<file path="src/rtl/nearest_vector_search_core_defines.svh">
// Assertion macros for the nearest vector search core
`ifndef NEAREST_VECTOR_SEARCH_CORE_DEFINES_SVH
`define NEAREST_VECTOR_SEARCH_CORE_DEFINES_SVH

// Check that cons holds in the same cycle as ante
`define NVS_ASSERT_NOW(lbl, ante, cons, msg) \
  lbl: assert property (@(posedge clk_i) disable iff (!rst_ni) (ante) |-> (cons)) \
    else $error(msg);

// Check that cons holds in the cycle after ante
`define NVS_ASSERT_NEXT(lbl, ante, cons, msg) \
  lbl: assert property (@(posedge clk_i) disable iff (!rst_ni) (ante) |=> (cons)) \
    else $error(msg);

`endif

</file>
<file path="src/rtl/nvs_pkg.sv">
// Types and constants of the nearest vector search core
`default_nettype none

package nvs_pkg;

  localparam int FEATURE_PORTS = 10;
  localparam int FEATURE_COUNT = 10;
  localparam int MAX_SLOTS     = 256;

  localparam int FEAT_W  = 24;
  localparam int DIFF_W  = FEAT_W + 1;
  localparam int SQ_W    = 2 * FEAT_W;
  localparam int SUM_W   = 52;
  localparam int INDEX_W = 8;
  localparam int SLOT_W  = $clog2(MAX_SLOTS);

  localparam logic [SUM_W-1:0] LIMIT_RESET = 52'd655359868928000;

  localparam int TREE_LEVELS = $clog2(FEATURE_COUNT);
  localparam int PIPE_DEPTH  = 2 + TREE_LEVELS;
  localparam int FIFO_DEPTH  = PIPE_DEPTH + 2;
  localparam int PTR_W       = $clog2(FIFO_DEPTH);
  localparam int CNT_W       = $clog2(FIFO_DEPTH + 1);

  typedef enum logic [1:0] {
    OP_LOAD      = 2'd0,
    OP_CANDIDATE = 2'd1,
    OP_EMPTY     = 2'd2
  } op_e;

  typedef struct packed {
    logic valid;
    op_e  op;
    logic last;
  } ctrl_t;

  typedef struct packed {
    logic               found;
    logic [INDEX_W-1:0] winner_index;
    logic [SUM_W-1:0]   best_distance_sq;
  } res_t;

endpackage

`default_nettype wire

</file>
<file path="src/rtl/nvs_fifo.sv">
// Result queue between the compare stage and the result channel
`default_nettype none

module nvs_fifo (
  input  logic          clk_i,
  input  logic          rst_ni,
  input  logic          push_i,
  input  nvs_pkg::res_t data_i,
  input  logic          pop_i,
  output logic          valid_o,
  output nvs_pkg::res_t data_o
);
  import nvs_pkg::*;

  res_t             mem_q [FIFO_DEPTH];
  logic [PTR_W-1:0] wr_d, wr_q, rd_d, rd_q;
  logic [CNT_W-1:0] cnt_d, cnt_q;

  assign valid_o = (cnt_q != '0);
  assign data_o  = mem_q[rd_q];

  always_comb begin
    wr_d  = wr_q;
    rd_d  = rd_q;
    cnt_d = cnt_q;
    if (push_i) begin
      wr_d = (wr_q == PTR_W'(FIFO_DEPTH - 1)) ? '0 : wr_q + 1'b1;
    end
    if (pop_i) begin
      rd_d = (rd_q == PTR_W'(FIFO_DEPTH - 1)) ? '0 : rd_q + 1'b1;
    end
    cnt_d = cnt_q + CNT_W'(push_i) - CNT_W'(pop_i);
  end

  always_ff @(posedge clk_i or negedge rst_ni) begin
    if (!rst_ni) begin
      wr_q  <= '0;
      rd_q  <= '0;
      cnt_q <= '0;
    end else begin
      wr_q  <= wr_d;
      rd_q  <= rd_d;
      cnt_q <= cnt_d;
    end
  end

  always_ff @(posedge clk_i) begin
    if (push_i) begin
      mem_q[wr_q] <= data_i;
    end
  end

endmodule

`default_nettype wire

</file>
<file path="config.mk">
export PLATFORM = sky130hd
export DESIGN_NAME = nvs_fifo
export DESIGN_NICKNAME = d
export VERILOG_FILES = /design/src/rtl/nearest_vector_search_core_defines.svh /design/src/rtl/nvs_pkg.sv /design/src/rtl/nvs_fifo.sv
export SDC_FILE = /design/constraint.sdc
export NUM_CORES = 1
export LEC_CHECK = 0
export BUFFER_PORTS_ARGS = -buffer_cell sky130_fd_sc_hd__buf_2
export CORE_MARGIN = 4
export CORE_UTILIZATION = 64
export DETAILED_ROUTE_END_ITERATION = 7
export HOLD_SLACK_MARGIN = 0.1
export PLACE_DENSITY = 0.86
export RECOVER_POWER = 100
export SLEW_MARGIN = 20
export SYNTH_ARGS = -nofsm -noshare
export SYNTH_HDL_FRONTEND = slang
export SYNTH_SLANG_ARGS = --single-unit
</file>
<file path="constraint.sdc">
create_clock -name clk_i -period 9.21 [get_ports clk_i]
set_input_delay 0.4605 -clock clk_i [delete_from_list [all_inputs] [get_ports clk_i]]
set_output_delay 0.4605 -clock clk_i [all_outputs]
set_load 0.02 [all_outputs]
</file>
# ---- Word level (Yosys, flattened, before mapping)
# Memory sizes are Yosys's and may differ from the RTL's.
# Cells that the tools add are included.
dict set report word_totals {
  latchBits 0
  n_memories 1
  mem_bits_rw 488
  regBits 10
  in_bits 65
  rom_bits 0
}
# name words word_bits read_ports rd_clocked_by_memory_dff write_ports line
set mem_list {}
lappend mem_list {mem_q 8 61 1 0 1 nvs_fifo.sv:15} ;# res_t mem_q [FIFO_DEPTH];
dict set report classes {
  n_mux 4
  div_mod_pow 0
  addsub 4
  shift 0
  n_reduce_logical 1
  order_cmp 0
  n_eq_ne 2
  bitwise_logic 0
  n_mul 0
}
# cell n
set op_table {}
lappend op_table {{$add 3x1->3 const B} 2}
lappend op_table {{$eq 3x3->1 const B} 2}
lappend op_table {{$mux 3} 2}
lappend op_table {{$add 4x1->4} 1}
lappend op_table {{$reduce_bool 4->1} 1}
lappend op_table {{$sub 4x1->4} 1}
lappend op_table {{$mux 1} 2}

# ---- Depth between registers and ports, before layout
dict set report logic_depth {
  depth_word 2
  mapped_depth 7
}

# ---- Worst setup path before layout
# Ideal clock, no wire load.
dict set report synth_path {
  path_kind {register to register}
  start {register wr_q[2]}
  end {memory mem_q[0][0] (netlist name), enable pin}
  path_stages_with_launch 3
  setup_time_ps 555
  path_slack_ps 3931
  arrival_time_ps 4724
  path_buffers 0
  cell_sequence {dfrtp_1 -> nand2b_1 -> nor3_1}
}
# item line
set synth_lines {}
lappend synth_lines {{start, declared} nvs_fifo.sv:16} ;# logic [PTR_W-1:0] wr_d, wr_q, rd_d, rd_q;
lappend synth_lines {{start signal, assigned} nvs_fifo.sv:41} ;# wr_q <= wr_d;
lappend synth_lines {{end, declared} nvs_fifo.sv:15}
# No word-level cell before the write port.

==> qor.txt <==
status - complete, but fails checks
violated checks - capacitance limit, slew limit
core footprint - 28900 µm²
Iter 0 DRT Violations - 1041
hold path depth - 2
Power Density - 327 nW/µm²
post-synthesis sequential area ratio - 78.8%
Avg Synthesized Cell Area - 21.2 µm²
Required @ worst endpoint - 8.75 ns
Crit Path Category - flip-flop to primary output
number of global-route vias before repair - 9590
H-tree depth - 2
Max VDD drop - 222 µV
# hold bufs at CTS - 1
worst-margin pin slew - 4.29 ns
Worst Setup End Kind - primary output
port bufs - 126
Tmin final - 6.34 ns
reg-to-reg critical path startpoint - wr_q[2]
setup violators final - 0
post-CTS resize count - 0
Rows - 62
drt pass-1 iters - 5
Die Area - 32400 µm²
Synth top area share - 77.5%
post-layout util - 72.9%
Max-Slew Margin vs Limit - -186%
Yosys top cell by area - edfxtp_1
synth top area cells - edfxtp_1 (78%), mux4_2 (15%), nand2_1 (3.7%)
routed len/inst - 25.7 µm
Hold Vio Cnt, Final - 0
io pins - 127
final WL - 37500 µm
Setup TNS - 0 ns
clock skew - 0.00811 ns
crit path launch - rd_q[2]
CP endpoint - data_o[31]
most frequent cells after synthesis - edfxtp_1 (488), nand2_1 (186), mux4_2 (122)
Die Width - 180 µm
Total GRT Usage - 23.4%
Via Count - 9029
clk slew on worst S/H paths - 0.06 ns
final antenna-violating net count - 0
fin crit share - 68.9%
gpl congestion - 0.744
count leader, synth - edfxtp_1
Synth Warn # - 0
Netlist cell types - 23
Max Cap Viol - 18
fin. max-slew vios - 638
setup bufs post-CTS - 0
Starting Density - 65.3%
Synth async-reset ratio - 2.01%
initial antenna violation count - 3
Primary FF master, synth - edfxtp_1
CTS Buf Count - 48
Remaining DRCs - 0
worst r2r path cells - 3
r2r setup slk - 3.98 ns
Achievable Freq - 158 MHz
crit path DAT - 5.88 ns
CTS tree - built
largest net degree at the start of global routing - 73
Root Buffer - clkbuf_16
post-detail-place hpwl - 19200 µm
Post-Synthesis Cells - 890
share of post-route cells with drive strength above 1 - 18.2%
Startpoint Class - flip-flop
gr ovfl total - 0
first-pass GRT wire length - 57700 µm
final net count - 1118
later-pin clock latency in the skew report - 0.54 ns
Critical R2R Capture - mem_q[1][29]
Mapped Nets - 965
via/cell ratio - 6.19
post-synthesis cell area - 18900 µm²
Post-synth EDFFs - 488
RSZ-0062 raised after global routing - false
Area Overhead vs Synth - 11.6%
Die Height - 180 µm
CTS Sinks - 498
CP max FO - 72
clock buffer depth - 3
Yosys reg bits - 498
hold crit path type - input port to flip-flop
Leak - 6.91 nW
-- worst max-delay path, cell delays in order, from the launching register on --
cell      delay (ns)
dfrtp_4         0.91
clkbuf_1        3.07
mux4_2          0.75
nand2_1         0.08
nand2_1         0.17
clkbuf_1        0.25
-- stage by stage --
stage          area (µm²)  worst slack, ns  total power, mW  instances  hold WS, ns
2_1_floorplan       18900             3.93             4.57        890        0.165
6_report            21100             2.87             6.90       1458        0.222
3_3_place_gp        20000             5.83             5.13       1374        0.342
4_1_cts             21300             5.21             6.97       1455        0.159
5_1_grt             21100             2.52             7.24       1458        0.209
3_5_place_dp        20000             5.81             5.19       1374        0.343
-- metal layers --
| layer | vias up | wire [µm] | track usage (%) |
|---|---|---|---|
| li1 | 3866 | - | - |
| met1 | 4672 | 14200 | 32.3 |
| met2 | 417 | 19400 | 39.1 |
| met3 | 70 | 2910 | 4.55 |
| met4 | 4 | 954 | 7.13 |
| met5 | - | 34 | 0 |
-- how the worst min path moves through the flow --
stage	start	endpoint
after floorplan	rst_ni	cnt_q[0]
after global placement	rst_ni	cnt_q[0]
after detailed placement	rst_ni	cnt_q[1]
after CTS	data_i[2]	mem_q[0][2]
after global routing	pop_i	rd_q[1]
final	pop_i	rd_q[1]
-- where the power goes --
| group | switching [mW] | internal (mW) |
|---|---|---|
| clock | 0.766 | 0.996 |
| combinational | 1.24 | 0.854 |
| sequential | 0.183 | 2.86 |
| total | 2.19 | 4.71 |
-- registers in the layout, summed over array words and instances (netlist names) --
register and count:
wr_q 3, rd_q 3, mem_q 488, cnt_q 4
-- cells in the final DEF (no fill, tap or decap), drive strengths merged --
master	instances
inv	8
dlygate4sd3	1
fa	1
diode	1
dfrtp	10
xor2	2
clkbuf	199
buf	7
a21o	1
mux4	122
ha	9
clkinvlp	1
o21ai	2
edfxtp	488
nand3b	2
bufinv	1
nand2b	2
mux2	4
clkinv	15
nand2	186
nand3	1
nor2	8
nor3	2
a21oi	1
-- cell families (layout without fill, tap and decap cells) --
kind of cell,after synthesis,after routing,synth area share [%]
flip-flops,498,498,78.8
AND/OR/NAND/NOR,201,201,4.08
multiplexers,126,126,14.8
buffers and inverters,49,232,1.41
adder cells (fa/ha/maj),10,10,0.701
AO/OA/AOI/OAI,4,4,0.119
XOR/XNOR,2,2,0.0927
other,0,1,0
-- final cells by class --
cell class	count	area (µm²)
Inverter	8	30.0
Clock inverter	17	103
Tap cell	384	480
Antenna cell	1	2.50
Fill cell	1680	7830
Clock buffer	63	1280
Multi-Input combinational cell	343	3740
Sequential cell	498	14900
Timing Repair Buffer	144	564
Note: power is estimated with default switching activity, not from simulation.
