<file path="src/rtl/nearest_vector_search_core_defines.svh">
// Assertion macros for the nearest vector search core
`ifndef NEAREST_VECTOR_SEARCH_CORE_DEFINES_SVH
`define NEAREST_VECTOR_SEARCH_CORE_DEFINES_SVH

// Check that cons holds in the same cycle as ante
`define NVS_ASSERT_NOW(lbl, ante, cons, msg) \
  lbl: assert property (@(posedge clk_i) disable iff (!rst_ni) (ante) |-> (cons)) \
    else $error(msg);

// Check that cons holds in the cycle after ante
`define NVS_ASSERT_NEXT(lbl, ante, cons, msg) \
  lbl: assert property (@(posedge clk_i) disable iff (!rst_ni) (ante) |=> (cons)) \
    else $error(msg);

`endif

</file>
<file path="src/rtl/nvs_pkg.sv">
// Types and constants of the nearest vector search core
`default_nettype none

package nvs_pkg;

  localparam int FEATURE_PORTS = 10;
  localparam int FEATURE_COUNT = 10;
  localparam int MAX_SLOTS     = 256;

  localparam int FEAT_W  = 24;
  localparam int DIFF_W  = FEAT_W + 1;
  localparam int SQ_W    = 2 * FEAT_W;
  localparam int SUM_W   = 52;
  localparam int INDEX_W = 8;
  localparam int SLOT_W  = $clog2(MAX_SLOTS);

  localparam logic [SUM_W-1:0] LIMIT_RESET = 52'd655359868928000;

  localparam int TREE_LEVELS = $clog2(FEATURE_COUNT);
  localparam int PIPE_DEPTH  = 2 + TREE_LEVELS;
  localparam int FIFO_DEPTH  = PIPE_DEPTH + 2;
  localparam int PTR_W       = $clog2(FIFO_DEPTH);
  localparam int CNT_W       = $clog2(FIFO_DEPTH + 1);

  typedef enum logic [1:0] {
    OP_LOAD      = 2'd0,
    OP_CANDIDATE = 2'd1,
    OP_EMPTY     = 2'd2
  } op_e;

  typedef struct packed {
    logic valid;
    op_e  op;
    logic last;
  } ctrl_t;

  typedef struct packed {
    logic               found;
    logic [INDEX_W-1:0] winner_index;
    logic [SUM_W-1:0]   best_distance_sq;
  } res_t;

endpackage

`default_nettype wire

</file>
<file path="src/rtl/nvs_merge.sv">
// Registered adder tree that merges the lane squares into one distance
`default_nettype none

module nvs_merge (
  input  logic                  clk_i,
  input  logic                  rst_ni,
  input  nvs_pkg::ctrl_t        ctrl_i,
  input  logic [nvs_pkg::SQ_W-1:0] sq_i [nvs_pkg::FEATURE_COUNT],
  output nvs_pkg::ctrl_t        ctrl_o,
  output logic [nvs_pkg::SUM_W-1:0] sum_o
);
  import nvs_pkg::*;

  logic [SUM_W-1:0] node_q [TREE_LEVELS+1][FEATURE_COUNT];
  ctrl_t            ctrl_q [TREE_LEVELS+1];

  assign ctrl_q[0] = ctrl_i;

  for (genvar j = 0; j < FEATURE_COUNT; j++) begin : g_leaf
    assign node_q[0][j] = SUM_W'(sq_i[j]);
  end

  for (genvar l = 1; l <= TREE_LEVELS; l++) begin : g_level
    localparam int NP = (FEATURE_COUNT + (1 << (l - 1)) - 1) >> (l - 1);
    localparam int NC = (FEATURE_COUNT + (1 << l) - 1) >> l;

    always_ff @(posedge clk_i or negedge rst_ni) begin
      if (!rst_ni) begin
        ctrl_q[l] <= '0;
      end else begin
        ctrl_q[l] <= ctrl_q[l-1];
      end
    end

    for (genvar j = 0; j < FEATURE_COUNT; j++) begin : g_node
      if (j >= NC) begin : g_unused
        assign node_q[l][j] = '0;
      end else if (2 * j + 1 < NP) begin : g_add
        always_ff @(posedge clk_i) begin
          node_q[l][j] <= node_q[l-1][2*j] + node_q[l-1][2*j+1];
        end
      end else begin : g_pass
        always_ff @(posedge clk_i) begin
          node_q[l][j] <= node_q[l-1][2*j];
        end
      end
    end
  end

  assign ctrl_o = ctrl_q[TREE_LEVELS];
  assign sum_o  = node_q[TREE_LEVELS][0];

endmodule

`default_nettype wire

</file>
<file path="config.mk">
export PLATFORM = sky130hd
export DESIGN_NAME = nvs_merge
export DESIGN_NICKNAME = d
export VERILOG_FILES = /design/src/rtl/nearest_vector_search_core_defines.svh /design/src/rtl/nvs_pkg.sv /design/src/rtl/nvs_merge.sv
export SDC_FILE = /design/constraint.sdc
export NUM_CORES = 1
export LEC_CHECK = 0
export BUFFER_PORTS_ARGS = -buffer_cell sky130_fd_sc_hd__buf_2
export CELL_PAD_IN_SITES_DETAIL_PLACEMENT = 1
export CELL_PAD_IN_SITES_GLOBAL_PLACEMENT = 1
export CORE_MARGIN = 2
export CORE_UTILIZATION = 25
export CTS_CLUSTER_DIAMETER = 30
export DETAILED_ROUTE_END_ITERATION = 10
export GPL_TIMING_DRIVEN = 0
export PLACE_DENSITY_LB_ADDON = 0.08
export RECOVER_POWER = 100
export SLEW_MARGIN = 20
export SYNTH_ARGS = -nofsm -noshare
export SYNTH_HDL_FRONTEND = slang
export SYNTH_SLANG_ARGS = --single-unit
</file>
<file path="constraint.sdc">
create_clock -name clk_i -period 4 [get_ports clk_i]
set_clock_uncertainty 0.1 [all_clocks]
set_input_delay 0 -clock clk_i [delete_from_list [all_inputs] [get_ports clk_i]]
set_output_delay 0 -clock clk_i [all_outputs]
set_load 0.01 [all_outputs]
</file>
* Yosys cells after proc, flatten, opt, wreduce, memory -nomap -nowiden
Cells that the tools add are included.
** Operators by class
- Add/subtract/negate cells :: 9
** Operator list (count)
- adder 48 x 48 -> 49 bit :: 5
- adder 49 x 49 -> 50 bit :: 2
- adder 51 x 49 -> 52 bit :: 1
- adder 50 x 50 -> 51 bit :: 1
** Storage, ports and cells
- Register bits :: 562
- Logic and storage cells :: 32
- Output and inout bits :: 56

* Depth between registers and ports, before layout
Gate-level depths: netlist of run 1.
- Word-level depth :: 1
- Gate-level depth with buffers :: 13

* Least setup slack after synthesis of run 1
OpenSTA, ideal clock, no wires.
- Path type :: register to register
- Start :: register node_q[936] (netlist bit)
- End :: register node_q, in the netlist sum_o[50]
- Required time :: 3.769 ns
- Path slack :: 0.836 ns
- Stages on the path, launching flop included :: 13
- Period minus slack after synthesis :: 3.164 ns
- Arrival time :: 2.933 ns
- Cells stage by stage :: dfxtp_1 ha_1 fa_1 a211oi_1 o21ai_0 o2111ai_1 a31oi_1 a41o_1 a221o_1 a31oi_2 o21ai_0 nand4b_1 o211ai_1
** Between the ends
- Longest elaborated chain between the ends :: 1
** Ends and longest elaborated chain
- start, declared :: RTL line nvs_merge.sv:14 : logic [SUM_W-1:0] node_q [TREE_LEVELS+1][FEATURE_COUNT];
- start signal, assigned by index :: RTL line nvs_merge.sv:44 : node_q[l][j] <= node_q[l-1][2*j];
- adder 51 x 49 -> 52 bit :: RTL line nvs_merge.sv:40 : node_q[l][j] <= node_q[l-1][2*j] + node_q[l-1][2*j+1];
No other way between the ends.

* Final worst setup path of run 1
- Start :: input sq_i[256] (netlist bit)
- End :: register node_q[1965] (netlist bit)
** Between the ends
- Longest elaborated chain between the ends :: 1
** Ends and longest elaborated chain
- start, declared :: RTL line nvs_merge.sv:8 : input logic [nvs_pkg::SQ_W-1:0] sq_i [nvs_pkg::FEATURE_COUNT],
- adder 48 x 48 -> 49 bit :: RTL line nvs_merge.sv:40
- end signal, assigned by index :: RTL line nvs_merge.sv:40
No other way between the ends.

==> results.md, run 1 <==
* Sequential share of the synthesized area at 32.16%
* Clk root buf: clkbuf_16
* Crit path arrival time at 4.55 ns
* DRT iter0 DRCs at 1,115
* Most used DFF post-synth: dfxtp_1
* Placed instance count at 6,416
* Max Freq at 249.1 MHz
* Number of antenna violations at the first check in global routing at 34
* WL/cell at 18.16 um
* Die Y at 379.4 um
* Cell Area, Synth at 0.03523 sq mm
* HPWL Detailed at 106.3 mm
* Yosys warns at 0
* Vias/cell at 4.705
* Final GP Congestion at 0.8642
* Final worst path period share at 100.4%
* Max-Slew Margin vs Limit at 45.07%
* Hold slack at -0.0007662 ns
* CTS Buffer Depth at 3
* Gr ovfl total at 0
* Fin cells at 7,496
* I/O pin total at 542
* Most common cell after layout, fill and taps aside: dlygate4sd3_1
* Cell area after layout at 0.05386 sq mm
* CP Class: in2reg
* Critical Path Start Type: input pin
* Worst skew pair latency at 0.76 ns
* Global-route wire length before repair at 209.2 mm
* CP max FO at 5
* Vias in the first global route at 38,011
* Worst setup EP type: register
* Status: finished with violations
* Synth cell types at 98
* Final setup fails at 1
* Unrepaired setup endpoints after global routing: yes
* FP Rows at 137
* Leak pwr at 24.44 nW
* Port Buffer Count at 541
* Post-synth top area cell: dfxtp_1
* Mean post-synth cell area at 8.811 sq um
* Max Slew Vio Count at 0
* Fin. Hold Viols at 1
* Total CTS buffers at 151
* Largest net degree at the start of global routing at 17
* Worst vdd ir at 0.3952 mV
* Post-synthesis cell count at 3,998
* Post-Route WL at 136.1 mm
* Power, Total at 0.03899 W
* # DRC at 0
* Die Span X at 379.4 um
* Share of layout cells above drive strength 1 at 15.71%
* Max cap viols at 0
* Clock period minus worst slack at 4.015 ns
* Cell Area, Placed at 0.04029 sq mm
* Syn Nets at 4,930
* Ys async rst share at 2.847%
* Synth Register Bits at 562
* Worst setup margin at -0.01483 ns
* Layout area overhead at 52.90%
* Failing checks: negative hold slack, negative setup slack
* Setup TNS at -0.01483 ns
* Worst min path class: in2reg
* Detail Route Antenna Nets at 0
* TritonRoute pass-1 iters at 7
* Worst slew pin tran at 0.8134 ns
* Global-route usage over all layers at 18.60%
* Commonest non-fill, non-tap cells in the layout: dlygate4sd3_1, dfxtp_1, buf_2
* H-tree depth at 4
* Top cells by area, synth: dfxtp_1, ha_1, a21oi_1
* Post-synth EDFFs at 0
* Initial Util at 25.22%
* Power Density at 723.8 mW/mm^2
* DIE AREA at 0.1439 sq mm
* Core area at 0.1397 sq mm
* Clock transition at path regs at 0.04 ns
* CTS tree: done
* Post-layout util at 38.56%
* NumNets Final at 6,418
* Routed vias at 35,265
* Post-synth top area share at 31.03%
* Req. time, crit path at 4.53 ns
* CTS sink cnt at 562
sequential cells by signal (all words and copies together), names as in the netlist:
name,count
ctrl_o,4
ctrl_q,12
node_q,494
sum_o,52
synthesized netlist by cell type, drive strengths merged (32+ instances only):
| library cell | count |
|---|---|
| buf | 62 |
| dfxtp | 546 |
| o21ai | 213 |
| nor3 | 53 |
| nand2 | 279 |
| a31oi | 65 |
| o21a | 39 |
| and2 | 32 |
| clkbuf | 118 |
| nor2 | 242 |
| xor2 | 140 |
| nand4 | 86 |
| xnor2 | 252 |
| nor2b | 39 |
| inv | 94 |
| nand2b | 32 |
| a211oi | 38 |
| a21oi | 445 |
| and3 | 44 |
| ha | 437 |
| o21bai | 66 |
| a21o | 283 |
| nand3 | 86 |
final timing paths:
kind	start	end	slack [ns]	cells after the start
worst max-delay path	sq_i[256]	node_q[1965]	-0.01	14
worst min-delay path	sq_i[23]	node_q[1850]	-0.0008	6
worst max register to register	node_q[936]	sum_o[50]	0.12	12
worst min register to register	node_q[1434]	node_q[966]	0.20	0
max in group asynchronous	rst_ni	ctrl_o[0]	3.11	3
min in group asynchronous	rst_ni	ctrl_o[3]	0.25	3
stage by stage:
step / hold slack [ns] / setup WS (ns)
CTS: 0.004277 / -0.006897
global placement: -0.1778 / -0.3160
finish: -0.0007662 / -0.01483
floorplan: -0.3956 / 0.8358
detailed placement: -0.1754 / -0.3153
global route: 0.04422 / -0.1205
report_power, final:
part	leakage, nW	internal (W)	switching [W]	total, W
Sequential	4.79	0.00771	0.000735	0.00845
Clock	2.65	0.00890	0.00396	0.0129
Combinational	17.0	0.00760	0.0101	0.0177
Total	24.4	0.0242	0.0148	0.0390
routing by layer:
layer | share of wire [%] | track usage, % | vias to the layer above
met3 | 4.2 | 3.616 | 310
li1 | - | - | 17612
met5 | 0.16 | 0 | -
met4 | 3.7 | 8.011 | 34
met1 | 45 | 23.00 | 16599
met2 | 47 | 31.31 | 710
critical path, cell delays in order:
cell and delay [ns]:
dlygate4sd3_1 0.54, buf_2 0.12, ha_1 0.37, dlygate4sd3_1 0.66, a21oi_1 0.24, inv_1 0.07
o31ai_1 0.23, nand3_1 0.19, a2111oi_2 0.59, nor3_1 0.21, o31ai_2 0.45, a21oi_1 0.14
xor2_1 0.17, dlygate4sd3_1 0.56
timing repair:
item,in CTS,in global routing
hold buffers,793,0
endpoints found under the hold margin,265,0
gates resized for setup,2,35
setup endpoints to repair,3,49
pin swaps,0,5
buffers inserted,0,2
cell families after synthesis:
logic type | synth area share (%)
compound gates | 25.41
xor+xnor | 9.746
fa+ha+maj | 16.03
buf+inv | 3.754
flops | 32.16
mux | 0.1421
simple gates | 12.75
layout make-up:
cell class | instances | area, sq um
Inverter | 94 | 352.8
Multi-Input combinational cell | 3160 | 22690
Clock buffer | 179 | 4045
Buffer | 181 | 965.9
Timing Repair Buffer | 1336 | 10580
Tap cell | 1876 | 2347
Fill cell | 16274 | 85840
Antenna cell | 7 | 17.52
Clock inverter | 101 | 1534
Sequential cell | 562 | 11330
Note: power is estimated with default switching activity, not from simulation.
==> inputs of run 2 (changes only) <==
Settings changed: BUFFER_PORTS_ARGS -buffer_cell sky130_fd_sc_hd__buf_2 to unset, CORE_ASPECT_RATIO set to 0.7, DONT_BUFFER_PORTS set to 1.
==> run 2 against run 1 <==
The flow finishes with violations (negative hold slack). Setup slack better by 0.055 ns. Core utilization fell by 2.2 points. Sequential power increased by 3.6%. Critical endpoint is now node_q[2053]. First-iteration DRC count grew 17%.
==> results.md, run 2 (synthesis gave the netlist of run 1 again) <==
* Status: finished with violations
* Failing checks: negative hold slack
* Worst min path class: in2reg
* Gr ovfl total at 0
* Largest Register: node_q
* Worst vdd ir at 0.4690 mV
* Layout area overhead at 44.59%
* Clk root buf: clkbuf_16
* Cell Area, Placed at 0.03757 sq mm
* Switching share of power at 38.75%
* CP max-delay cell: dlygate4sd3_1
* Worst setup EP type: register
* Req. time, crit path at 4.53 ns
* Worst path max stage delay at 0.63 ns
* Commonest non-fill, non-tap cells in the layout: dlygate4sd3_1, dfxtp_1, ha_1
* Global-route wire length before repair at 209.3 mm
* Clock power share at 31.8%
* Max cap viols at 0
* Reg2reg path depth at 13
* CTS sink cnt at 562
* Hold slack at -0.05517 ns
* Fin. Hold Viols at 2
* Post-Route WL at 135.1 mm
* Die Span X at 452.7 um
* FP Rows at 115
* Final GP Congestion at 0.8691
* Detail Route Antenna Nets at 0
* Max-Slew Margin vs Limit at 44.66%
* Worst slew pin tran at 0.8193 ns
* Comb pwr share at 45.3%
* Clock transition at path regs at 0.05 ns
* CTS Buffer Depth at 3
* Routed vias at 33,331
* Max Freq at 252.5 MHz
* Number of antenna violations at the first check in global routing at 13
* Worst setup margin at 0.03976 ns
* NumNets Final at 5,891
* H-tree depth at 4
* CP max FO at 4
* WL/cell at 19.43 um
* Vias in the first global route at 36,267
* CP Class: in2reg
* Unrepaired setup endpoints after global routing: yes
* Total CTS buffers at 143
* Clock period minus worst slack at 3.960 ns
* Largest net degree at the start of global routing at 17
* Final worst path period share at 99.01%
* Vias/cell at 4.794
* Leak pwr at 22.23 nW
* Sequential share of power at 22.9%
* Core area at 0.1401 sq mm
* Cell Int Power at 0.02338 W
* Worst skew pair latency at 0.75 ns
* Share of layout cells above drive strength 1 at 6.657%
* Hold path depth at 5
* Most common cell after layout, fill and taps aside: dlygate4sd3_1
* DRT iter0 DRCs at 1,303
* I/O pin total at 542
* Pre-CTS setup slack at -0.2778 ns
* CP cell instances: dlygate4sd3_1 > ha_1 > dlygate4sd3_1 > and3_1 > and3_1 > o211a_1 > nor3_1 > o31ai_1 > o21a_1 > nand2b_1 > a21oi_1 > dlygate4sd3_1 > xnor2_1 > dlygate4sd3_1
* Die Y at 318.1 um
* CTS tree: done
* Global-route usage over all layers at 18.49%
* Initial Util at 25.14%
* Psw at 0.01479 W
* Crit path top cell by count: dlygate4sd3_1
* TritonRoute pass-1 iters at 7
* # DRC at 0
* Final setup fails at 0
* DIE AREA at 0.1440 sq mm
* Port Buffer Count at 0
* Critical Path Start Type: input pin
* Crit path arrival time at 4.49 ns
* Power Density at 749.3 mW/mm^2
* Max FFs per register at 494
* Cell area after layout at 0.05094 sq mm
* Max Slew Vio Count at 0
* HPWL Detailed at 104.4 mm
* Power, Total at 0.03817 W
==> run 2: cell count changes in the layout (fill, tap and decap cells not counted), sizes merged <==
cell and change:
buf -537, bufinv -4, clkbuf -2, clkinv -13
clkinvlp -10, diode -4, dlygate4sd3 +23, inv +7
==> run 2: worst paths after layout <==
check | slack, ns | endpoint | from
setup / recovery | 0.04 | node_q[2053] | sq_i[445]
hold / removal | -0.06 | node_q[1856] | sq_i[30]
setup reg to reg | 0.25 | node_q[1504] | node_q[1872]
hold reg to reg | 0.21 | node_q[1407] | node_q[1823]
max in group asynchronous | 3.13 | ctrl_q[12] | rst_ni
min in group asynchronous | 0.21 | ctrl_q[8] | rst_ni
==> run 2: power groups by stage <==
stage | Sequential, W | Clock (W) | Combinational [W]
after CTS | 0.00881 | 0.0124 | 0.0177
final | 0.00875 | 0.0121 | 0.0173
after global routing | 0.00897 | 0.0128 | 0.0195
after detailed placement | 0.00887 | 0 | 0.0162
after floorplan | 0.00818 | 0 | 0.0118
after global placement | 0.00887 | 0 | 0.0163
==> run 2: critical path: cells and delay by family <==
kind	cells	cell delay, ns
xor+xnor	1	0.13
simple gates	4	0.65
compound gates	4	1.05
buf+inv	4	2.33
fa+ha+maj	1	0.34
==> run 2: layer usage <==
layer | global-route usage (%) | vias up | part of all wire (%)
li1 | - | 16589 | -
met1 | 25.28 | 15850 | 49
met2 | 29.47 | 651 | 44
met3 | 3.326 | 221 | 4.0
met4 | 5.474 | 20 | 2.4
met5 | 0 | - | 0.090
==> run 2: final cells by class <==
cell class	instances	area [sq um]
Fill cell	16205	89210
Multi-Input combinational cell	3160	22780
Sequential cell	562	11330
Timing Repair Buffer	819	8184
Clock buffer	182	3980
Tap cell	1872	2342
Clock inverter	81	1206
Buffer	179	748.2
Inverter	94	352.8
Antenna cell	3	7.507
==> run 2: timing repair <==
action,CTS,global route
hold endpoints to repair,265,0
resized for setup,6,44
pin swaps,0,5
hold buffers,820,0
buffers inserted,0,4
gates cloned,0,0
setup endpoints to repair,7,46
==> run 2: stage by stage <==
step | utilization (%) | cells | setup TNS (ns) | hold slack [ns]
finish | 36.35 | 6952 | 0 | -0.05517
global route | 36.34 | 6950 | -0.01640 | 0.009691
CTS | 36.38 | 6953 | 0 | 0.0008349
detailed placement | 26.81 | 5870 | -0.8754 | -0.3951
global placement | 26.81 | 5870 | -1.715 | -0.3951
floorplan | - | 3998 | 0 | -0.3956
