$ cat src/rtl/nearest_vector_search_core_defines.svh
// Assertion macros for the nearest vector search core
`ifndef NEAREST_VECTOR_SEARCH_CORE_DEFINES_SVH
`define NEAREST_VECTOR_SEARCH_CORE_DEFINES_SVH

// Check that cons holds in the same cycle as ante
`define NVS_ASSERT_NOW(lbl, ante, cons, msg) \
  lbl: assert property (@(posedge clk_i) disable iff (!rst_ni) (ante) |-> (cons)) \
    else $error(msg);

// Check that cons holds in the cycle after ante
`define NVS_ASSERT_NEXT(lbl, ante, cons, msg) \
  lbl: assert property (@(posedge clk_i) disable iff (!rst_ni) (ante) |=> (cons)) \
    else $error(msg);

`endif

$ cat src/rtl/nvs_pkg.sv
// Types and constants of the nearest vector search core
`default_nettype none

package nvs_pkg;

  localparam int FEATURE_PORTS = 10;
  localparam int FEATURE_COUNT = 10;
  localparam int MAX_SLOTS     = 256;

  localparam int FEAT_W  = 24;
  localparam int DIFF_W  = FEAT_W + 1;
  localparam int SQ_W    = 2 * FEAT_W;
  localparam int SUM_W   = 52;
  localparam int INDEX_W = 8;
  localparam int SLOT_W  = $clog2(MAX_SLOTS);

  localparam logic [SUM_W-1:0] LIMIT_RESET = 52'd655359868928000;

  localparam int TREE_LEVELS = $clog2(FEATURE_COUNT);
  localparam int PIPE_DEPTH  = 2 + TREE_LEVELS;
  localparam int FIFO_DEPTH  = PIPE_DEPTH + 2;
  localparam int PTR_W       = $clog2(FIFO_DEPTH);
  localparam int CNT_W       = $clog2(FIFO_DEPTH + 1);

  typedef enum logic [1:0] {
    OP_LOAD      = 2'd0,
    OP_CANDIDATE = 2'd1,
    OP_EMPTY     = 2'd2
  } op_e;

  typedef struct packed {
    logic valid;
    op_e  op;
    logic last;
  } ctrl_t;

  typedef struct packed {
    logic               found;
    logic [INDEX_W-1:0] winner_index;
    logic [SUM_W-1:0]   best_distance_sq;
  } res_t;

endpackage

`default_nettype wire

$ cat src/rtl/nvs_lane.sv
// One feature lane: registered difference, then registered square
`default_nettype none

module nvs_lane (
  input  logic                             clk_i,
  input  logic signed [nvs_pkg::FEAT_W-1:0] feature_i,
  input  logic signed [nvs_pkg::FEAT_W-1:0] ref_i,
  output logic [nvs_pkg::SQ_W-1:0]          sq_o
);
  import nvs_pkg::*;

  logic signed [DIFF_W-1:0] diff_d, diff_q;
  logic [FEAT_W-1:0]        mag;
  logic [SQ_W-1:0]          sq_d, sq_q;

  assign diff_d = DIFF_W'(feature_i) - DIFF_W'(ref_i);
  assign mag    = diff_q[DIFF_W-1] ? FEAT_W'(-diff_q) : FEAT_W'(diff_q);
  assign sq_d   = mag * mag;

  always_ff @(posedge clk_i) begin
    diff_q <= diff_d;
    sq_q   <= sq_d;
  end

  assign sq_o = sq_q;

endmodule

`default_nettype wire

$ cat config.mk
export PLATFORM = sky130hd
export DESIGN_NAME = nvs_lane
export DESIGN_NICKNAME = d
export VERILOG_FILES = /design/src/rtl/nearest_vector_search_core_defines.svh /design/src/rtl/nvs_pkg.sv /design/src/rtl/nvs_lane.sv
export SDC_FILE = /design/constraint.sdc
export NUM_CORES = 1
export LEC_CHECK = 0
export BUFFER_PORTS_ARGS = -buffer_cell sky130_fd_sc_hd__buf_2
export CAP_MARGIN = 30
export CELL_PAD_IN_SITES_DETAIL_PLACEMENT = 0
export CELL_PAD_IN_SITES_GLOBAL_PLACEMENT = 1
export CORE_ASPECT_RATIO = 2
export CORE_MARGIN = 3
export CORE_UTILIZATION = 46
export CTS_BUF_LIST = sky130_fd_sc_hd__clkbuf_2
export CTS_CLUSTER_DIAMETER = 150
export DETAILED_ROUTE_END_ITERATION = 8
export PLACE_DENSITY_LB_ADDON = 0.1
export SYNTH_ARGS = -nofsm -noshare
export SYNTH_HDL_FRONTEND = slang
export SYNTH_SLANG_ARGS = --single-unit
$ cat constraint.sdc
create_clock -name clk_i -period 10.1 [get_ports clk_i]
set_input_delay 1.01 -clock clk_i [delete_from_list [all_inputs] [get_ports clk_i]]
set_output_delay 1.01 -clock clk_i [all_outputs]
set_load 0.01 [all_outputs]
# Yosys cells after proc, flatten, opt, wreduce, memory -nomap -nowiden
# Index checks and enable logic that the tools add are counted.
# word_totals
elab_cells,6
out_inout_bits,48
inputBits,49
ff_bits,73
# classes
n_mux,1
n_mul,1
add_sub_neg,2
# op_table
op,count
$mul 24x24->48,1
$sub 24x24->25,1
$mux 24,1
$neg 24->24,1

# Depth between registers and ports, before layout
# Gate-level depths: netlist of run 1.
# depth
ltp_word,3
ltp_mapped,37
mapped_depth_nobuf,34

# Least setup slack after synthesis of run 1
# No wires, ideal clock.
# synth_timing
path_type,register -> register
startpoint,register diff_q[0]
endpoint,register sq_q[47] (netlist: sq_o[47])
n_path_buf,4
path_stages_with_launch,34
t_required_ns,9.981
synth_period_minus_slack_ns,9.385
arrival_time_ns,9.266
setup_ns,0.119
setup_slack_ns,0.715
cell_sequence,dfxtp_1 > clkbuf_1 > inv_1 > clkbuf_1 > ha_1 > or3b_1 > or4_1 > or3_1 > or2_1 > o21ai_0 > xnor2_1 > clkbuf_1 > nand2_1 > fa_1 > inv_1 > fa_1 > fa_1 > inv_1 > fa_1 > fa_1 > inv_1 > fa_1 > fa_1 > ha_1 > clkbuf_1 > nand2_1 > or4_1 > or3_1 > a31oi_1 > o21ai_0 > and4_1 > o31ai_1 > a21oi_1 > xnor2_1
# synth_between
elab_chain_cells,3
# synth_lines
item,line,text
start: declaration,nvs_lane.sv:12,"logic signed [DIFF_W-1:0] diff_d, diff_q;"
start signal: assignment,nvs_lane.sv:21,diff_q <= diff_d;
$neg 24->24,nvs_lane.sv:17,assign mag = diff_q[DIFF_W-1] ? FEAT_W'(-diff_q) : FEAT_W'(diff_q);
$mux 24 *,nvs_lane.sv:17,
$mul 24x24->48 *,nvs_lane.sv:18,assign sq_d = mag * mag;
net sq_d[47],nvs_lane.sv:14,"logic [SQ_W-1:0] sq_d, sq_q;"
end signal: assignment,nvs_lane.sv:22,sq_q <= sq_d;
end: declaration,nvs_lane.sv:14,
# The timed path passes the listed nets; every way through them passes the cells marked *.

# Worst setup path in the final report of run 1
# layout_timing
startpoint,register diff_q[0]
endpoint,register sq_q[45] (netlist: sq_o[45])
# Same word-level chain as after synthesis.

==> impl_metrics.ini, run 1 <==
[critical_path]
critPathRequiredTime_ps = 10780
slowest_stage = fa_1
crit_top_cell = fa_1
path_class = flop to flop
cp-start-kind = flop
crit_arrival_ps = 10200
worstPathMaxFanout = 15
endpoint_kind = flop
cpPeakStageDelay_ps = 620

[global_route]
grt.total_usage_pct = 27.7
grt_pass1_wl_um = 88700
grt_pass1_vias = 16200
grt_start_max_net_pins = 21
overflow = 0
grt_antenna_before_repair = 2

[place]
pre_cts_ws_ps = 333
io_buffer_count = 95
gp_congestion = 0.934
place_hpwl_um = 50500

[clock_network]
htreeDepth = 3
cts_tree = done
clk_pin_slew_worst_paths_ps = 230
ctsHoldBuffers = 0
root_buffer = clkbuf_2
numCtsBuffers = 9
clock_latency_ps = 770
clockBufferDepth = 2
numClockSinks = 72

[routing]
drc_errors = 0
drt_first_pass_iters = 5
wl_per_cell_um = 21.3
vias = 14200
wl_um = 58100
drtIter0Drc = 587
postRouteAntennaNets = 0
via_per_inst = 5.20

[floorplan]
die_y_um = 293
ios = 97
die_area_um2 = 43800
core_area_um2 = 40500
initial_core_util_pct = 46.8
num_rows = 104
die_x_um = 149

[hold_path]
holdCritPathClass = flop to flop

[synthesis]
ys_seq_elements = 72
synthArstFlopShare_pct = 0
yosysSeqAreaShare_pct = 7.61
synth.most_common_cell = inv_1
ys_warn_count = 0
synthDistinctLibCells = 63
synth_area_um2 = 18900
syn-num-nets = 2761
yosysTopAreaCell = fa_1
avgSynthCellArea_um2 = 9.04
synth_flop_cell = dfxtp_1
ys_top_cells_by_area = fa_1 (45%), ha_1 (13%), inv_1 (12%)
synth_top_area_share_pct = 44.8
yosys-top-cells-count = inv_1 (605), fa_1 (424), ha_1 (194)
synthCells = 2094
synth-edff-count = 0

[timing]
worst_pin_slew_ps = 1020
period_share_pct = 94.2
slew_violations = 0
slew_headroom_pct = 31.9
finalSetupTns_ps = 0
setup_violations = 0
timing.hold.ws_ps = 452
skew_ps = 49.2
hold_viol_final = 0
rsz0062_at_grt = no
max_freq_mhz = 105
fin_ws_ps = 583
layout_min_cycle_time_ps = 9520

[flow_run]
maxCapViolations = 0

[finish]
final_util_pct = 50.3
drive_gt1_share_pct = 7.75
area_growth_pct = 7.47
layout.nets = 2855

[status]
status = completed
-- final timing paths --
| check | from | end | slack [ps] | cells after the start |
|---|---|---|---|---|
| setup / recovery | diff_q[0] | sq_o[45] | 580 | 30 |
| hold / removal | diff_q[0] | sq_o[0] | 450 | 0 |
| hold reg to reg | diff_q[0] | sq_o[0] | 450 | 0 |
| setup reg to reg | diff_q[0] | sq_o[45] | 580 | 30 |
-- layout make-up --
cell class | count | area, um^2
fillers | 4062 | 20100
repair buffers | 135 | 776
flip-flops and latches | 72 | 1440
clock inverters | 6 | 115
inverters | 610 | 2290
well taps | 530 | 663
diodes | 4 | 10.0
clock buffers | 10 | 50.0
multi-input cells | 1360 | 15000
-- sequential cells by signal, summed over array words and instances (netlist names) --
name,cells
diff_q,25
sq_o,47
-- cell families after synthesis --
group           count (synthesis)  share of synthesized area, %
simple gates                  436                          9.64
mux                             2                         0.112
xor+xnor                       92                          4.55
flops                          72                          7.61
buf+inv                       662                          13.2
other cells                     1                        0.0198
compound gates                211                          7.20
fa+ha+maj                     618                          57.7
-- timing repair --
| item | CTS | global route |
|---|---|---|
| gates resized for setup | 0 | 2 |
| endpoints found under the setup margin | 0 | 3 |
| setup buffers | 0 | 2 |
-- per-stage QoR --
stage	cell area, um^2	instances
2_1_floorplan	18900	2094
3_3_place_gp	20200	2705
3_5_place_dp	20200	2705
4_1_cts	20300	2721
5_1_grt	20300	2725
6_report	20300	2727
-- layout by cell type (no fill, tap or decap), types with 8 or more instances in the layout --
master	count
xnor2_1	60
xor2_1	25
nor3_1	16
o21ai_0	37
fa_1	424
nand4_1	9
a21oi_1	64
buf_2	95
ha_1	194
o31ai_1	11
nor2_1	173
a21o_1	25
nand2_1	187
dfxtp_1	72
o21bai_1	14
clkbuf_2	10
inv_1	604
buf_4	40
a31oi_1	8
o21a_1	13
-- worst max-delay path, delay by kind of cell (launching register included) --
kind,cells,cell delay [ps]
xor gates and xnor gates,2,300
adders and majority gates,9,4130
and+or+nand+nor,9,2940
buffers and inverters,5,580
DFF,1,410
AOI/OAI and AO/OA,5,1090
-- metal layers --
layer  up-vias  wire length, um  track usage, %
met2       390            33900            54.9
met1      7202            16700            24.0
met4         0             5790            22.3
met3       182             1750            2.98
li1       6407                -               -
met5         -                0               0
Power of run 1 is left out: the tool's default activity adds up to more than one toggle a clock period on the data nets, which glitch-free logic cannot reach.
==> inputs of run 2 (changes only) <==
- CORE_UTILIZATION: 46 -> 50
- CTS_BUF_LIST: sky130_fd_sc_hd__clkbuf_2 -> sky130_fd_sc_hd__clkbuf_16
- clock period: 10.1 -> 9 ns (I/O delays scaled with it)
==> run 2 against run 1 <==
Core utilization up 7.6 points; sequential cell count stayed put; global-route usage grew 1.7 points; highest routed layer unchanged; critical path type unchanged; critical path depth unchanged; clock-buffer cell count decreased by 1; maximum frequency grew 8.1%.
==> impl_metrics.ini, run 2 (synthesis gave the netlist of run 1 again) <==
[status]
status = completed

[routing]
met3_length_um = 1470
via_per_inst = 5.28
drt-met1-wl_um = 16500
drt_first_pass_iters = 4
drc_errors = 0
vias = 14600
postRouteAntennaNets = 0
drtIter0Drc = 579
wl_per_cell_um = 20.9
met2_length_um = 33600
wl_um = 57800
top_layer = met4

[global_route]
grt_pass1_wl_um = 87200
grt_antenna_before_repair = 0
grt.total_usage_pct = 29.4
grt_start_max_net_pins = 18
overflow = 0
grt_pass1_vias = 16400

[place]
place_hpwl_um = 50900
gp_congestion = 1.02
io_buffer_count = 95

[critical_path]
worstPathMaxFanout = 4
cpPeakStageDelay_ps = 630
crit_arrival_ps = 9060
critPathRequiredTime_ps = 9260
endpoint_kind = flop
path_class = flop to flop
slowest_stage = fa_1
cp-start-kind = flop
crit_top_cell = fa_1

[timing]
slew_headroom_pct = 33.8
hold_viol_final = 0
layout_min_cycle_time_ps = 8800
worst_pin_slew_ps = 986
period_share_pct = 97.8
max_freq_mhz = 114
skew_ps = 14.1
setup_violations = 0
slew_violations = 0

[finish]
fill_cells = 3501
drive_gt1_share_pct = 14.6
multiInputGateArea_um2 = 15300
regArea_um2 = 1440
antenna-diode-count = 0
area_growth_pct = 14.0
most-common-layout-cells = inv_1 (601), fa_1 (418), ha_1 (187)
largest_reg_flops = 47
final_util_pct = 57.9
final_common_cell = inv_1
layout.nets = 2964

[floorplan]
num_rows = 100
initial_core_util_pct = 50.8
die_area_um2 = 40400
die_y_um = 281
ios = 97
die_x_um = 144
core_area_um2 = 37300

[hold_path]
holdCritPathClass = flop to flop

[clock_network]
htreeDepth = 3
ctsHoldBuffers = 0
clock_latency_ps = 370
numCtsBuffers = 9
root_buffer = clkbuf_16
clk_pin_slew_worst_paths_ps = 60
clockBufferDepth = 2
numClockSinks = 72
cts_tree = done

[flow_run]
maxCapViolations = 0
==> run 2: cell count changes in the layout (fill, tap and decap cells not counted), moves of 4 or more <==
cell | previous run | this run
buf_4 | 40 | 144
clkbuf_16 | 0 | 9
clkbuf_2 | 10 | 0
diode_2 | 4 | 0
fa_1 | 424 | 418
fa_2 | 0 | 6
ha_1 | 194 | 187
ha_4 | 0 | 4
nor2_1 | 173 | 162
nor2_2 | 1 | 8
nor2_4 | 0 | 4
o21ai_0 | 37 | 29
o21ai_1 | 3 | 7
==> run 2: worst max-delay path, delay by kind of cell (launching register included) <==
kind	cells	cell delay, ps
adder cells (fa/ha/maj)	8	3880
XOR/XNOR	2	260
AO/OA/AOI/OAI	5	880
flip-flops	1	340
buffers and inverters	7	730
AND/OR/NAND/NOR	8	2590
==> run 2: layout make-up <==
| class | count | area share, % |
|---|---|---|
| repair buffers | 244 | 7.49 |
| clock inverters | 7 | 0.516 |
| flip-flops and latches | 72 | 6.68 |
| well taps | 459 | 2.66 |
| inverters | 610 | 10.7 |
| clock buffers | 9 | 1.04 |
| multi-input cells | 1360 | 70.9 |
==> run 2: final timing paths <==
path	to	cells after the start	start	slack (ps)
worst max register to register	sq_o[47]	30	diff_q[9]	200
worst min register to register	sq_o[0]	1	diff_q[0]	590
worst min-delay path	sq_o[0]	1	diff_q[0]	590
worst max-delay path	sq_o[47]	30	diff_q[9]	200
==> run 2: through the flow <==
step	std cells	TNS (ps)	cell area, um^2	worst slack [ps]	hold slack (ps)
CTS	2743	0	21100	3.50	585
floorplan	2094	0	19000	13.1	350
global placement	2725	0	20800	20.3	571
finish	2761	0	21600	196	586
global route	2761	-282	21600	-53.2	603
detailed placement	2726	-132	20800	-70.4	577
==> run 2: per-layer routing <==
metal | global-route usage (%) | up-vias
met2 | 58.2 | 359
met5 | 0 | -
met4 | 24.6 | 0
li1 | - | 6606
met3 | 3.24 | 212
met1 | 24.7 | 7412
==> run 2: what timing repair did <==
action                     CTS  global route
buffers inserted             1            17
gates cloned                 0             1
setup endpoints to repair    3            17
pin swaps                    0            28
resized for setup            3            76
hold endpoints to repair     0             0
Power of run 2 is left out for the same reason.
==> inputs of run 3 (changes only) <==
- RECOVER_POWER: unset -> 100
==> run 3 against run 2 <==
Critical path depth stayed put; worst setup slack gained 28 ps; die area did not move; core utilization decreased by 0.20 points; cell area decreased by 0.35%; wire length about the same; maximum frequency rose by 0.32%; clock-buffer cell count is the same.
==> impl_metrics.ini, run 3 (synthesis gave the netlist of run 1 again) <==
[critical_path]
critPathRequiredTime_ps = 9260
crit_top_cell = fa_1
critical-path-top-delay-family = adder cells
endpoint_kind = flop
critPathBufInv = 7
cp-start-kind = flop
path_class = flop to flop
crit_arrival_ps = 9030
worstPathMaxFanout = 4
cpPeakStageDelay_ps = 630
slowest_stage = fa_1

[finish]
fill_cells = 3526
multiInputGateArea_um2 = 15300
largest_reg_flops = 47
antenna-diode-count = 0
regArea_um2 = 1440
instances_no_fill = 2761
drive_gt1_share_pct = 12.3
most-common-layout-cells = inv_1 (601), fa_1 (418), ha_1 (188)
final_cell_area_um2 = 21500
layout.nets = 2964
area_growth_pct = 13.6
final_common_cell = inv_1

[global_route]
grt_pass1_wl_um = 87200
grt_start_max_net_pins = 18
grt_pass1_vias = 16400
grt.total_usage_pct = 29.4
grt_antenna_before_repair = 0
overflow = 0

[place]
pre_cts_ws_ps = -70.4
placed_area_um2 = 20800
dp_cells = 2726
place_hpwl_um = 50900
io_buffer_count = 95
gp_congestion = 1.02

[clock_network]
clock_latency_ps = 380
htreeDepth = 3
ctsHoldBuffers = 0
clk_pin_slew_worst_paths_ps = 60
numCtsBuffers = 9
root_buffer = clkbuf_16
cts_tree = done
numClockSinks = 72
clockBufferDepth = 2

[routing]
wl_um = 57700
drc_errors = 0
drt_first_pass_iters = 4
wl_per_cell_um = 20.9
postRouteAntennaNets = 0
vias = 14600
via_per_inst = 5.29
drtIter0Drc = 610

[floorplan]
ios = 97
die_x_um = 144
die_y_um = 281
core_area_um2 = 37300
num_rows = 100
die_area_um2 = 40400
initial_core_util_pct = 50.8

[timing]
period_share_pct = 97.5
max_freq_mhz = 114
slew_violations = 0
worst_pin_slew_ps = 979
finalSetupTns_ps = 0
fin_ws_ps = 224
layout_min_cycle_time_ps = 8780
slew_headroom_pct = 34.2
setup_violations = 0
hold_viol_final = 0
skew_ps = 14.1

[flow_run]
maxCapViolations = 0

[hold_path]
holdCritPathClass = flop to flop

[status]
status = completed
## run 3: cell types whose count changed in the layout (fill, tap and decap cells not counted)
cell / change
and2_0: +1
and2_1: -1
buf_2: -48
buf_4: -6
clkbuf_1: +51
clkbuf_4: +3
ha_1: +1
ha_2: -1
nor2_1: +1
nor2_2: -1
## run 3: area by class of cell
class,count,share of cell area [%]
flip-flops and latches,72,6.70
well taps,459,2.67
inverters,610,10.7
repair buffers,244,7.18
multi-input cells,1360,71.2
clock buffers,9,1.05
clock inverters,7,0.518
## run 3: path summary, 6_finish.rpt
kind / slack [ps] / cells past startpoint / startpoint / to
worst max-delay path: 220 / 30 / diff_q[9] / sq_o[47]
worst min-delay path: 590 / 1 / diff_q[0] / sq_o[0]
worst max register to register: 220 / 30 / diff_q[9] / sq_o[47]
worst min register to register: 590 / 1 / diff_q[0] / sq_o[0]
## run 3: metal layers
metal / vias up / track usage [%] / wire [um]
li1: 6605 / - / -
met1: 7427 / 24.7 / 16500
met2: 361 / 58.2 / 33600
met3: 214 / 3.24 / 1480
met4: 0 / 24.6 / 6190
met5: - / 0 / 0
## run 3: timing repair
item	4_1_cts	5_1_grt
resized for setup	3	76
setup endpoints to repair	3	17
setup buffers	1	17
cloned	0	1
pin swaps	0	28
## run 3: worst reg2reg max path: cells and delay by family (launching register included)
family                     cells  cell delay (ps)
buffers and inverters          7              730
adders and majority gates      8             3880
xor gates and xnor gates       2              260
DFF                            1              340
and+or+nand+nor                8             2590
AOI/OAI and AO/OA              5              870
## run 3: stage by stage
| stage | util, % | hold WS (ps) |
|---|---|---|
| global route | 57.7 | 603 |
| detailed placement | 55.7 | 577 |
| floorplan | - | 350 |
| CTS | 56.7 | 585 |
| finish | 57.7 | 587 |
| global placement | 55.7 | 571 |
Power of run 3 is left out for the same reason.
